`config.mk`:
```
export PLATFORM = sky130hd
export DESIGN_NAME = sector_framer_crc32_top
export DESIGN_NICKNAME = d
export VERILOG_FILES = /design/src/design/sfc_pkg.sv /design/src/design/sector_framer_crc32_top.sv /design/src/design/sfc_in_stage.sv /design/src/design/sfc_framer.sv /design/src/design/sfc_out_stage.sv
export SDC_FILE = /design/constraint.sdc
export NUM_CORES = 1
export LEC_CHECK = 0
export BUFFER_PORTS_ARGS = -buffer_cell sky130_fd_sc_hd__buf_2
export CAP_MARGIN = 10
export CORE_MARGIN = 2
export CORE_UTILIZATION = 40
export DETAILED_ROUTE_END_ITERATION = 10
export PLACE_DENSITY_LB_ADDON = 0.05
export SLEW_MARGIN = 20
export SYNTH_ARGS = -nofsm -noshare
export SYNTH_HDL_FRONTEND = slang
export SYNTH_SLANG_ARGS = --single-unit
```
`constraint.sdc`:
```
create_clock -name clk -period 2.9 [get_ports clk]
set_input_delay 0.29 -clock clk [delete_from_list [all_inputs] [get_ports clk]]
set_output_delay 0.29 -clock clk [all_outputs]
set_load 0.05 [all_outputs]
```
`src/design/sfc_pkg.sv`:
```
// Shared types, constants and the byte-wide CRC-32 step for the sector framer.
// No dependencies; every other design file imports this package.
package sfc_pkg;

    localparam int SECTOR_BYTES  = 512;
    localparam int PAYLOAD_BYTES = SECTOR_BYTES - 5;
    localparam int POS_W         = $clog2(SECTOR_BYTES);
    localparam int OFF_W         = (POS_W > 9) ? POS_W : 9;

    localparam logic [31:0] CRC_POLY     = 32'hEDB8_8320;
    localparam logic [31:0] CRC_ALL_ONES = 32'hFFFF_FFFF;

    localparam logic [7:0]  HEADER_RESET = 8'd1;
    localparam logic [23:0] START_RESET  = 24'd1;

    localparam int CFG_IDX_W  = 1;

    typedef logic [CFG_IDX_W-1:0] cfg_idx_t;

    localparam cfg_idx_t REG_HEADER_BYTE = 1'b0;
    localparam cfg_idx_t REG_BASE_SECTOR = 1'b1;

    typedef struct packed {
        logic [7:0] data_byte;
        logic       buffer_end;
    } item_t;

    typedef struct packed {
        logic [7:0]  out_byte;
        logic [8:0]  byte_offset;
        logic [23:0] sector_number;
        logic        sector_done;
        logic        length_error;
    } result_t;

    // One byte of reflected CRC-32, LSB first.
    function automatic logic [31:0] crc_byte(input logic [31:0] crc, input logic [7:0] b);
        logic [31:0] c;
        c = crc ^ {24'd0, b};
        for (int i = 0; i < 8; i++)
        begin
            if (c[0])
            begin
                c = (c >> 1) ^ CRC_POLY;
            end
            else
            begin
                c = c >> 1;
            end
        end
        return c;
    endfunction

endpackage

```
`src/design/sector_framer_crc32_top.sv`:
```
// Top level of the CRC-32 sector framer.
// Depends on sfc_pkg, sfc_in_stage, sfc_framer and sfc_out_stage.
//
// Payload words go in one per cycle and come out one per cycle when nothing stalls, each
// tagged with its offset and sector number. The single output register sends one byte per
// cycle unless out_stall holds it, so a sector's first payload word yields two bytes
// (header, then the byte) and its last yields five (the byte, then four CRC bytes, LSB
// first, the final one flagged sector_done); every other word yields one. A buffer_end on
// a word that is not a sector's last payload byte yields a single length_error word, drops
// the partial sector and reuses its number. Writing the base sector register restarts
// framing at that value plus one; write config only while idle.
module sector_framer_crc32_top (
    input  logic              clk,
    input  logic              rst_n,
    input  logic              cfg_write,
    input  sfc_pkg::cfg_idx_t cfg_index,
    input  logic [23:0]       cfg_wdata,
    input  logic              in_valid,
    output logic              in_stall,
    input  logic [7:0]        data_byte,
    input  logic              buffer_end,
    output logic              out_valid,
    input  logic              out_stall,
    output logic [7:0]        out_byte,
    output logic [8:0]        byte_offset,
    output logic [23:0]       sector_number,
    output logic              sector_done,
    output logic              length_error
);
    import sfc_pkg::*;

    item_t   in_item;
    item_t   item;
    logic    item_valid;
    logic    item_done;
    logic    take;
    logic    emit;
    result_t result;
    result_t out_result;

    assign in_item = '{data_byte: data_byte, buffer_end: buffer_end};

    sfc_in_stage u_in (
        .clk        (clk),
        .rst_n      (rst_n),
        .in_valid   (in_valid),
        .in_stall   (in_stall),
        .in_item    (in_item),
        .item_done  (item_done),
        .item_valid (item_valid),
        .item       (item)
    );

    sfc_framer u_framer (
        .clk        (clk),
        .rst_n      (rst_n),
        .cfg_write  (cfg_write),
        .cfg_index  (cfg_index),
        .cfg_wdata  (cfg_wdata),
        .item_valid (item_valid),
        .item       (item),
        .take       (take),
        .emit       (emit),
        .result     (result),
        .item_done  (item_done)
    );

    sfc_out_stage u_out (
        .clk        (clk),
        .rst_n      (rst_n),
        .emit       (emit),
        .result     (result),
        .take       (take),
        .out_valid  (out_valid),
        .out_stall  (out_stall),
        .out_result (out_result)
    );

    assign out_byte      = out_result.out_byte;
    assign byte_offset   = out_result.byte_offset;
    assign sector_number = out_result.sector_number;
    assign sector_done   = out_result.sector_done;
    assign length_error  = out_result.length_error;

endmodule

```
`src/design/sfc_in_stage.sv`:
```
// Input register of the sector framer: holds one word until the framer is done with it.
// Depends on sfc_pkg.
module sfc_in_stage (
    input  logic           clk,
    input  logic           rst_n,
    input  logic           in_valid,
    output logic           in_stall,
    input  sfc_pkg::item_t in_item,
    input  logic           item_done,
    output logic           item_valid,
    output sfc_pkg::item_t item
);
    import sfc_pkg::*;

    logic  valid_reg;
    logic  valid_next;
    item_t item_reg;
    logic  load;

    // Take a new word in the same cycle the held one retires.
    assign in_stall = valid_reg && !item_done;
    assign load     = in_valid && !in_stall;

    always_comb
    begin
        valid_next = valid_reg;
        if (load)
        begin
            valid_next = 1'b1;
        end
        else if (item_done)
        begin
            valid_next = 1'b0;
        end
    end

    always_ff @(posedge clk or negedge rst_n)
    begin
        if (!rst_n)
        begin
            valid_reg <= 1'b0;
        end
        else
        begin
            valid_reg <= valid_next;
        end
    end

    always_ff @(posedge clk)
    begin
        if (load)
        begin
            item_reg <= in_item;
        end
    end

    assign item_valid = valid_reg;
    assign item       = item_reg;

endmodule

```
`src/design/sfc_framer.sv`:
```
// Sector framing sequencer: header, payload and CRC bytes, sector state and config registers.
// Depends on sfc_pkg (types, constants, crc_byte).
module sfc_framer (
    input  logic              clk,
    input  logic              rst_n,
    input  logic              cfg_write,
    input  sfc_pkg::cfg_idx_t cfg_index,
    input  logic [23:0]       cfg_wdata,
    input  logic              item_valid,
    input  sfc_pkg::item_t    item,
    input  logic              take,
    output logic              emit,
    output sfc_pkg::result_t  result,
    output logic              item_done
);
    import sfc_pkg::*;

    typedef enum logic [2:0] {
        S_ENTRY = 3'b001,
        S_BODY  = 3'b010,
        S_TAIL  = 3'b100
    } phase_t;

    phase_t           state_reg, state_next;
    logic [POS_W-1:0] pos_reg, pos_next;
    logic [31:0]      crc_reg, crc_next;
    logic [23:0]      cur_reg, cur_next;
    logic [1:0]       cnt_reg, cnt_next;
    logic [7:0]       hdr_reg, hdr_next;

    logic             fire;
    logic             last;
    logic             do_body;
    logic [31:0]      crc_data;
    logic [31:0]      crc_fin_sh;
    logic [OFF_W-1:0] offset_full;

    assign fire       = item_valid && take;
    assign last       = pos_reg >= POS_W'(PAYLOAD_BYTES - 1);
    assign crc_data   = crc_byte(crc_reg, item.data_byte);
    assign crc_fin_sh = (crc_reg ^ CRC_ALL_ONES) >> {cnt_reg, 3'b000};

    always_comb
    begin
        state_next  = state_reg;
        pos_next    = pos_reg;
        crc_next    = crc_reg;
        cur_next    = cur_reg;
        cnt_next    = cnt_reg;
        hdr_next    = hdr_reg;
        emit        = 1'b0;
        item_done   = 1'b0;
        do_body     = 1'b0;
        offset_full = '0;
        result      = '{out_byte: 8'd0, byte_offset: 9'd0, sector_number: cur_reg,
                        sector_done: 1'b0, length_error: 1'b0};

        unique case (state_reg)
            S_ENTRY:
            begin
                if (fire)
                begin
                    if (item.buffer_end && !last)
                    begin
                        // drop the partial sector, keep the sector number
                        emit                = 1'b1;
                        result.length_error = 1'b1;
                        pos_next            = '0;
                        crc_next            = CRC_ALL_ONES;
                        item_done           = 1'b1;
                    end
                    else if (pos_reg == '0)
                    begin
                        emit            = 1'b1;
                        result.out_byte = hdr_reg;
                        crc_next        = crc_byte(CRC_ALL_ONES, hdr_reg);
                        state_next      = S_BODY;
                    end
                    else
                    begin
                        do_body = 1'b1;
                    end
                end
            end
            S_BODY:
            begin
                do_body = fire;
            end
            S_TAIL:
            begin
                if (fire)
                begin
                    emit               = 1'b1;
                    offset_full        = OFF_W'(SECTOR_BYTES - 4) + OFF_W'(cnt_reg);
                    result.out_byte    = crc_fin_sh[7:0];
                    result.byte_offset = offset_full[8:0];
                    cnt_next           = cnt_reg + 2'd1;
                    if (cnt_reg == 2'd3)
                    begin
                        result.sector_done = 1'b1;
                        cur_next           = cur_reg + 24'd1;
                        pos_next           = '0;
                        crc_next           = CRC_ALL_ONES;
                        state_next         = S_ENTRY;
                        item_done          = 1'b1;
                    end
                end
            end
            default:
            begin
                state_next = S_ENTRY;
            end
        endcase

        if (do_body)
        begin
            emit               = 1'b1;
            offset_full        = OFF_W'(pos_reg) + OFF_W'(1);
            result.out_byte    = item.data_byte;
            result.byte_offset = offset_full[8:0];
            crc_next           = crc_data;
            pos_next           = pos_reg + POS_W'(1);
            if (last)
            begin
                // hold the word while the four CRC bytes go out
                state_next = S_TAIL;
                cnt_next   = 2'd0;
            end
            else
            begin
                state_next = S_ENTRY;
                item_done  = 1'b1;
            end
        end

        if (cfg_write)
        begin
            unique case (cfg_index)
                REG_HEADER_BYTE:
                begin
                    hdr_next = cfg_wdata[7:0];
                end
                REG_BASE_SECTOR:
                begin
                    cur_next   = cfg_wdata + 24'd1;
                    pos_next   = '0;
                    crc_next   = CRC_ALL_ONES;
                    cnt_next   = 2'd0;
                    state_next = S_ENTRY;
                end
                default:
                begin
                    hdr_next = hdr_reg;
                end
            endcase
        end
    end

    always_ff @(posedge clk or negedge rst_n)
    begin
        if (!rst_n)
        begin
            state_reg <= S_ENTRY;
            pos_reg   <= '0;
            crc_reg   <= CRC_ALL_ONES;
            cur_reg   <= START_RESET + 24'd1;
            cnt_reg   <= 2'd0;
            hdr_reg   <= HEADER_RESET;
        end
        else
        begin
            state_reg <= state_next;
            pos_reg   <= pos_next;
            crc_reg   <= crc_next;
            cur_reg   <= cur_next;
            cnt_reg   <= cnt_next;
            hdr_reg   <= hdr_next;
        end
    end

    a_tail_full: assert property (@(posedge clk) disable iff (!rst_n)
        (state_reg == S_TAIL) |-> (pos_reg == POS_W'(PAYLOAD_BYTES)))
        else $error("CRC bytes sent with payload count short of a full sector");

    a_pos_bound: assert property (@(posedge clk) disable iff (!rst_n)
        (state_reg != S_TAIL) |-> (pos_reg < POS_W'(PAYLOAD_BYTES)))
        else $error("payload position ran past the sector");

    a_done_clears: assert property (@(posedge clk) disable iff (!rst_n)
        (emit && result.sector_done) |=> (pos_reg == '0 && crc_reg == CRC_ALL_ONES))
        else $error("sector state not cleared after final CRC byte");

    a_err_retires: assert property (@(posedge clk) disable iff (!rst_n)
        (emit && result.length_error) |-> (item_done && result.byte_offset == 9'd0))
        else $error("length error result did not retire its word");

endmodule

```
`src/design/sfc_out_stage.sv`:
```
// Output register of the sector framer: holds one result word until it is taken.
// Depends on sfc_pkg.
module sfc_out_stage (
    input  logic             clk,
    input  logic             rst_n,
    input  logic             emit,
    input  sfc_pkg::result_t result,
    output logic             take,
    output logic             out_valid,
    input  logic             out_stall,
    output sfc_pkg::result_t out_result
);
    import sfc_pkg::*;

    logic    valid_reg;
    logic    valid_next;
    result_t res_reg;

    assign take = !valid_reg || !out_stall;

    always_comb
    begin
        valid_next = valid_reg;
        if (take)
        begin
            valid_next = emit;
        end
    end

    always_ff @(posedge clk or negedge rst_n)
    begin
        if (!rst_n)
        begin
            valid_reg <= 1'b0;
        end
        else
        begin
            valid_reg <= valid_next;
        end
    end

    always_ff @(posedge clk)
    begin
        if (take && emit)
        begin
            res_reg <= result;
        end
    end

    assign out_valid  = valid_reg;
    assign out_result = res_reg;

endmodule
```
==> results of run 1 <==
## synthesized netlist by cell type (all sizes together) (10+ instances only)
cell type	count	area [µm²]
xnor2	94	902
nand2	63	239
edfxtp	52	1560
nor2	46	180
dfrtp	45	1130
xor2	36	323
dfstp	35	920
o21ai	34	174
buf	29	175
nand3	28	140
a21oi	20	100
nand4	17	106
xnor3	17	383
clkbuf	16	60.1
inv	14	52.6
nor4	14	103
mux2i	13	130
a221o	11	110
and3	11	68.8
o211ai	11	87.6
nor3	10	61.3
## per-stage QoR
step / cell area (µm²) / total power, µW / util / hold slack (ns) / setup WS (ns)
final: 9730 / 12800 / 0.479 / 0.0385 / 0.205
after global routing: 9730 / 13400 / 0.479 / 0.0248 / 0.0142
after CTS: 9730 / 12800 / 0.479 / 0.0260 / 0.159
after detailed placement: 9130 / 10500 / 0.450 / 0.465 / 0.395
after global placement: 9130 / 10500 / 0.450 / 0.467 / 0.454
after floorplan: 8300 / 8750 / - / -0.00559 / 0.209
## report_power, final
part | total (µW) | internal [µW] | switching (µW)
sequential | 3370 | 2860 | 512
combinational | 7140 | 3020 | 4120
clock | 2240 | 1360 | 881
total | 12800 | 7240 | 5510
## how the worst max path moves through the flow
stage                                               start                             end  cells past startpoint
after floorplan           u_framer.state_reg[0]$_DFF_PN1_          u_in.item[0]$_DFFE_PP_                      6
after global placement      u_framer.pos_reg[0]$_DFF_PN0_   u_framer.crc_reg[5]$_DFF_PN1_                      7
after detailed placement    u_framer.pos_reg[0]$_DFF_PN0_  u_framer.crc_reg[27]$_DFF_PN1_                      8
after CTS                     u_in.item_valid$_DFFE_PN0P_                        in_stall                      7
after global routing          u_in.item_valid$_DFFE_PN0P_                        in_stall                      7
final                         u_in.item_valid$_DFFE_PN0P_                        in_stall                      7
## final cells by class
| class | instances | area (µm²) | share of cell area |
|---|---|---|---|
| Tap cell | 270 | 338 | 0.0347 |
| Sequential cell | 132 | 3610 | 0.371 |
| Clock buffer | 18 | 429 | 0.0441 |
| Inverter | 14 | 52.6 | 0.00540 |
| Timing Repair Buffer | 119 | 713 | 0.0733 |
| Multi-Input combinational cell | 549 | 4420 | 0.454 |
| Clock inverter | 14 | 176 | 0.0181 |
## worst max-delay path, stage by stage, from the launching register on
cell and delay (ns):
dfrtp_1 0.38, a21bo_4 0.27, inv_2 0.15, nand3_1 0.30, inv_2 0.18, a21oi_1 0.20
o211a_1 0.22, buf_2 0.27
## logic make-up after synthesis
logic type / after synthesis / share of synthesized area
mux: 29 / 0.0482
xor+xnor: 152 / 0.208
buf+inv: 59 / 0.0347
compound gates: 134 / 0.120
fa+ha+maj: 7 / 0.0105
simple gates: 227 / 0.144
flops: 132 / 0.435
## layer usage
layer / global-route usage / vias up / wire length (µm) / part of all wire
met5: 0 / - / 0 / 0
li1: - / 2912 / - / -
met4: 0.0829 / 0 / 694 / 0.029
met2: 0.370 / 228 / 11500 / 0.48
met3: 0.0426 / 40 / 1200 / 0.050
met1: 0.301 / 3205 / 10600 / 0.44
==> results.toml, run 1 <==
[clock_tree]
post-cts-setup-buffer-count = 0
ctsHoldBuffers = 0
cts_resized = 0
clkSlewWorstSetupHoldPaths_ns = 0.06
tritoncts_clock_tree = "built"
root_buffer = "clkbuf_16"
htree_num_levels = 4
cts_inserted_buffers = 17
clkLatencyLatePin_ns = 0.42
clock_sinks = 132
cts_max_path_buffers = 2

[yosys]
synth-edff-count = 52
dominantRegCellSynth = "edfxtp_1"
syn-num-nets = 786
yosysUniqueCellTypes = 80
netlist_area_um2 = 8300
syn_inst = 740
post_synth.cell_area_avg_um2 = 11.2
synth-seq-area-share = 0.435
synth.ff_latch_count = 132
ys_warn_count = 0
postSynth.asyncResetShare = 0.606

[cells_and_area]
diodes = 0
finalNetCount = 879
n_fill_cell = 1948
final_cells = 1116
layout_common_cells = "xnor2_1, buf_2, nand2_1, edfxtp_1"
layout_commonest_cell = "xnor2_1"
synth_to_layout_area_growth_pct = 17.2
largest_register_ffs = 43
drive_gt1_frac = 0.278

[drt]
via_per_inst = 5.72
num_vias = 6385
drt-pass1-iter-count = 5
detail_route.iter0.violations = 496
drcViolationCount = 0
avgRoutedWirePerCell_um = 21.6
antenna_left = 0
route.final.wire_length_mm = 24.1

[place]
number_of_instances_in_the_placed_design = 1084
place.gp.congestion = 0.883
post-dp-hpwl_mm = 17.2
placement.io_buffers = 83

[die]
floorplan.die_area_um2 = 21900
die_h_um = 148
die-width_um = 148
top_level_ports = 84
floorplan.core_area_um2 = 20300
placement_rows = 52
starting_utilization_of_the_core_area = 0.409

[grt]
overflow = 0
antenna_found_initial = 0
grt_pass1_vias = 6407
grt_pass1_wl_mm = 37.7
global_route.usage.total = 0.226
grt_start_max_net_pins = 67

[sta]
rsz0062_at_grt = "false"
min_period_ns = 2.69
worstMarginPinSlew_ns = 0.966
final_setup_violation_count = 0
fin_worst_skew_ns = 0.0134
slew-limit-headroom = 0.356
fmax_ghz = 0.371
report.final.slew_viol_count = 0
tns_ns = 0
final-hold-violation-count = 0
post-route-period-util = 0.929

[run]
cap_violations = 0

[outcome]
run_status = "finished clean"

[critical_path]
rr_endpoint = "u_framer.crc_reg[27]$_DFF_PN1_"
cp-end-kind = "primary output"
worst_r2r_path_depth = 8
reg2reg_setup_slack_ns = 0.39
crit_arrival_ns = 2.40
worst_r2r_startpoint = "u_framer.pos_reg[0]$_DFF_PN0_"
required_ns = 2.61
criticalPathCategory = "reg2out"
startpoint_type = "register"
crit_path_max_fanout = 12

[pwr]
power.leakage_uw = 0.00396
power_density_of_the_placed_cells_nw_per_um2 = 1310
vdd_drop_max_v = 0.000771

[worst_hold_path]
hold_wc_path_type = "in2async"
Note: power is estimated with default switching activity, not from simulation.
==> run 2, diff against run 1 <==
- CORE_UTILIZATION: 40 -> 60
- PLACE_DENSITY: default -> 0.79
- PLACE_DENSITY_LB_ADDON: 0.05 -> default
- RECOVER_POWER: default -> 25
==> run 2 against run 1 <==
The flow now finishes with violations (max-capacitance violations, max-slew violations). Highest routed layer unchanged. Register-to-register slack got worse by 0.12 ns. Die area decreased by 33%. Core utilization increased by 23 points. Combinational power about the same. Via count increased by 2.9%.
==> results.toml, run 2 (synthesis gave the netlist of run 1 again) <==
[sta]
rsz0062_at_grt = "false"
final_setup_violation_count = 0
final-hold-violation-count = 0
fmax_ghz = 0.369
post-route-period-util = 0.934
report.final.slew_viol_count = 71
tns_ns = 0
worstMarginPinSlew_ns = 1.86
slew-limit-headroom = -0.240
fin_worst_skew_ns = 0.00839
min_period_ns = 2.71

[drt]
drt-pass1-iter-count = 5
via_per_inst = 6.45
drcViolationCount = 0
avgRoutedWirePerCell_um = 22.4
num_vias = 6568
detail_route.iter0.violations = 757
route.final.wire_length_mm = 22.8
antenna_left = 0

[cells_and_area]
final_cells = 1018
drive_gt1_frac = 0.276
diodes = 0
layout_common_cells = "xnor2_1, buf_2, nand2_1, edfxtp_1"
layout_commonest_cell = "xnor2_1"
final_util = 0.714
finalNetCount = 875
largest_register_ffs = 43
synth_to_layout_area_growth_pct = 15.2

[outcome]
violations = "max-capacitance violations, max-slew violations"
run_status = "complete, but fails checks"

[critical_path]
criticalPathCategory = "reg2out"
startpoint_type = "register"
max_stage_delay_ns = 0.42
cpLargestDelayFamily = "simple AND/OR/NAND/NOR gates"
path_cells = "inv_1 -> ha_1 -> nor4b_1 -> nand2_1 -> a32oi_2 -> o211a_1 -> buf_2"
worst_r2r_startpoint = "u_framer.pos_reg[0]$_DFF_PN0_"
critical_path_buf_inv_count = 2
crit_path_max_fanout = 4
required_ns = 2.61
cp-end-kind = "primary output"
rr_endpoint = "u_framer.crc_reg[16]$_DFF_PN1_"
reg2reg_setup_slack_ns = 0.27
critical_path.slowest_cell = "dfrtp_1"
crit_arrival_ns = 2.42
worst_r2r_path_depth = 8

[die]
starting_utilization_of_the_core_area = 0.620
floorplan.die_area_um2 = 14800
die_h_um = 122
top_level_ports = 84
die-width_um = 122
placement_rows = 42
floorplan.core_area_um2 = 13400

[clock_tree]
cts_max_path_buffers = 2
post-cts-setup-buffer-count = 0
htree_num_levels = 4
clkLatencyLatePin_ns = 0.43
clock_sinks = 132
root_buffer = "clkbuf_16"
ctsHoldBuffers = 0
cts_resized = 0
clkSlewWorstSetupHoldPaths_ns = 0.06
tritoncts_clock_tree = "built"
cts_inserted_buffers = 17

[grt]
busiest_layer = "met2"
overflow = 0
global_route.usage.total = 0.329
groute.layer.met2.usage = 0.517
globalRouteMet3Util = 0.0595
grt_pass1_wl_mm = 36.4
grt_pass1_vias = 6514
antenna_found_initial = 0
grt_start_max_net_pins = 71
gr-usage-met1 = 0.450

[place]
place.gp.congestion = 0.965
post-dp-hpwl_mm = 15.9
number_of_instances_in_the_placed_design = 986
placement.io_buffers = 83

[worst_hold_path]
min-delay-start = "data_byte[5]"
hold_wc_path_type = "in2reg"
hold_path_depth = 1
endpoint_of_the_worst_hold_path = "u_in.item[6]$_DFFE_PP_"

[run]
cap_violations = 1

[pwr]
power.leakage_uw = 0.00393
vdd_drop_max_v = 0.00101
power_density_of_the_placed_cells_nw_per_um2 = 1320
run 2: changes by cell type in the layout (fill, tap and decap cells not counted), sizes merged:
cell	before	now
clkinv	7	5
buf	119	114
bufinv	3	1
clkinvlp	1	3
clkbuf	18	21
run 2: worst max-delay path by stage:
stage,slack [ns],to,cells past startpoint,from
after floorplan,0.21,u_in.item[0]$_DFFE_PP_,6,u_framer.state_reg[0]$_DFF_PN1_
final,0.19,in_stall,7,u_framer.pos_reg[0]$_DFF_PN0_
after global routing,0.06,u_framer.crc_reg[27]$_DFF_PN1_,8,u_framer.pos_reg[0]$_DFF_PN0_
after global placement,0.44,u_out.out_result[41]$_DFFE_PP_,6,u_framer.state_reg[0]$_DFF_PN1_
after CTS,0.17,in_stall,7,u_framer.pos_reg[0]$_DFF_PN0_
after detailed placement,0.34,u_framer.crc_reg[16]$_DFF_PN1_,8,u_framer.pos_reg[0]$_DFF_PN0_
run 2: cell type report:
class	count	area, µm²
Clock buffer	20	478
Clock inverter	12	119
Fill cell	979	3840
Inverter	14	52.6
Multi-Input combinational cell	549	4420
Sequential cell	132	3610
Tap cell	176	220
Timing Repair Buffer	115	668
run 2: layer usage:
| metal | up-vias | wire length, µm |
|---|---|---|
| met5 | - | 0 |
| met3 | 62 | 1610 |
| met1 | 3263 | 9460 |
| met4 | 0 | 722 |
| met2 | 345 | 11000 |
| li1 | 2898 | - |
run 2: per-stage QoR:
stage	area (µm²)	setup slack [ns]	power, µW	hold slack (ns)
final	9560	0.193	12600	0.0331
after global routing	9560	0.0595	13300	0.0302
after CTS	9560	0.173	12600	0.0213
after detailed placement	8970	0.338	10400	0.467
after global placement	8970	0.443	10300	0.453
after floorplan	8300	0.209	8750	-0.00559
run 2: power by group:
group / switching (µW) / internal [µW]
combinational: 4120 / 2990
sequential: 519 / 2860
clock: 868 / 1290
run 2: worst register-to-register path, cell delays in order (launching register included):
cell       delay, ns
dfrtp_1         0.42
inv_1           0.14
ha_1            0.19
nor4b_1         0.34
nand2_1         0.18
a32o_2          0.50
buf_4           0.29
a2111oi_0       0.33
o21ai_1         0.14
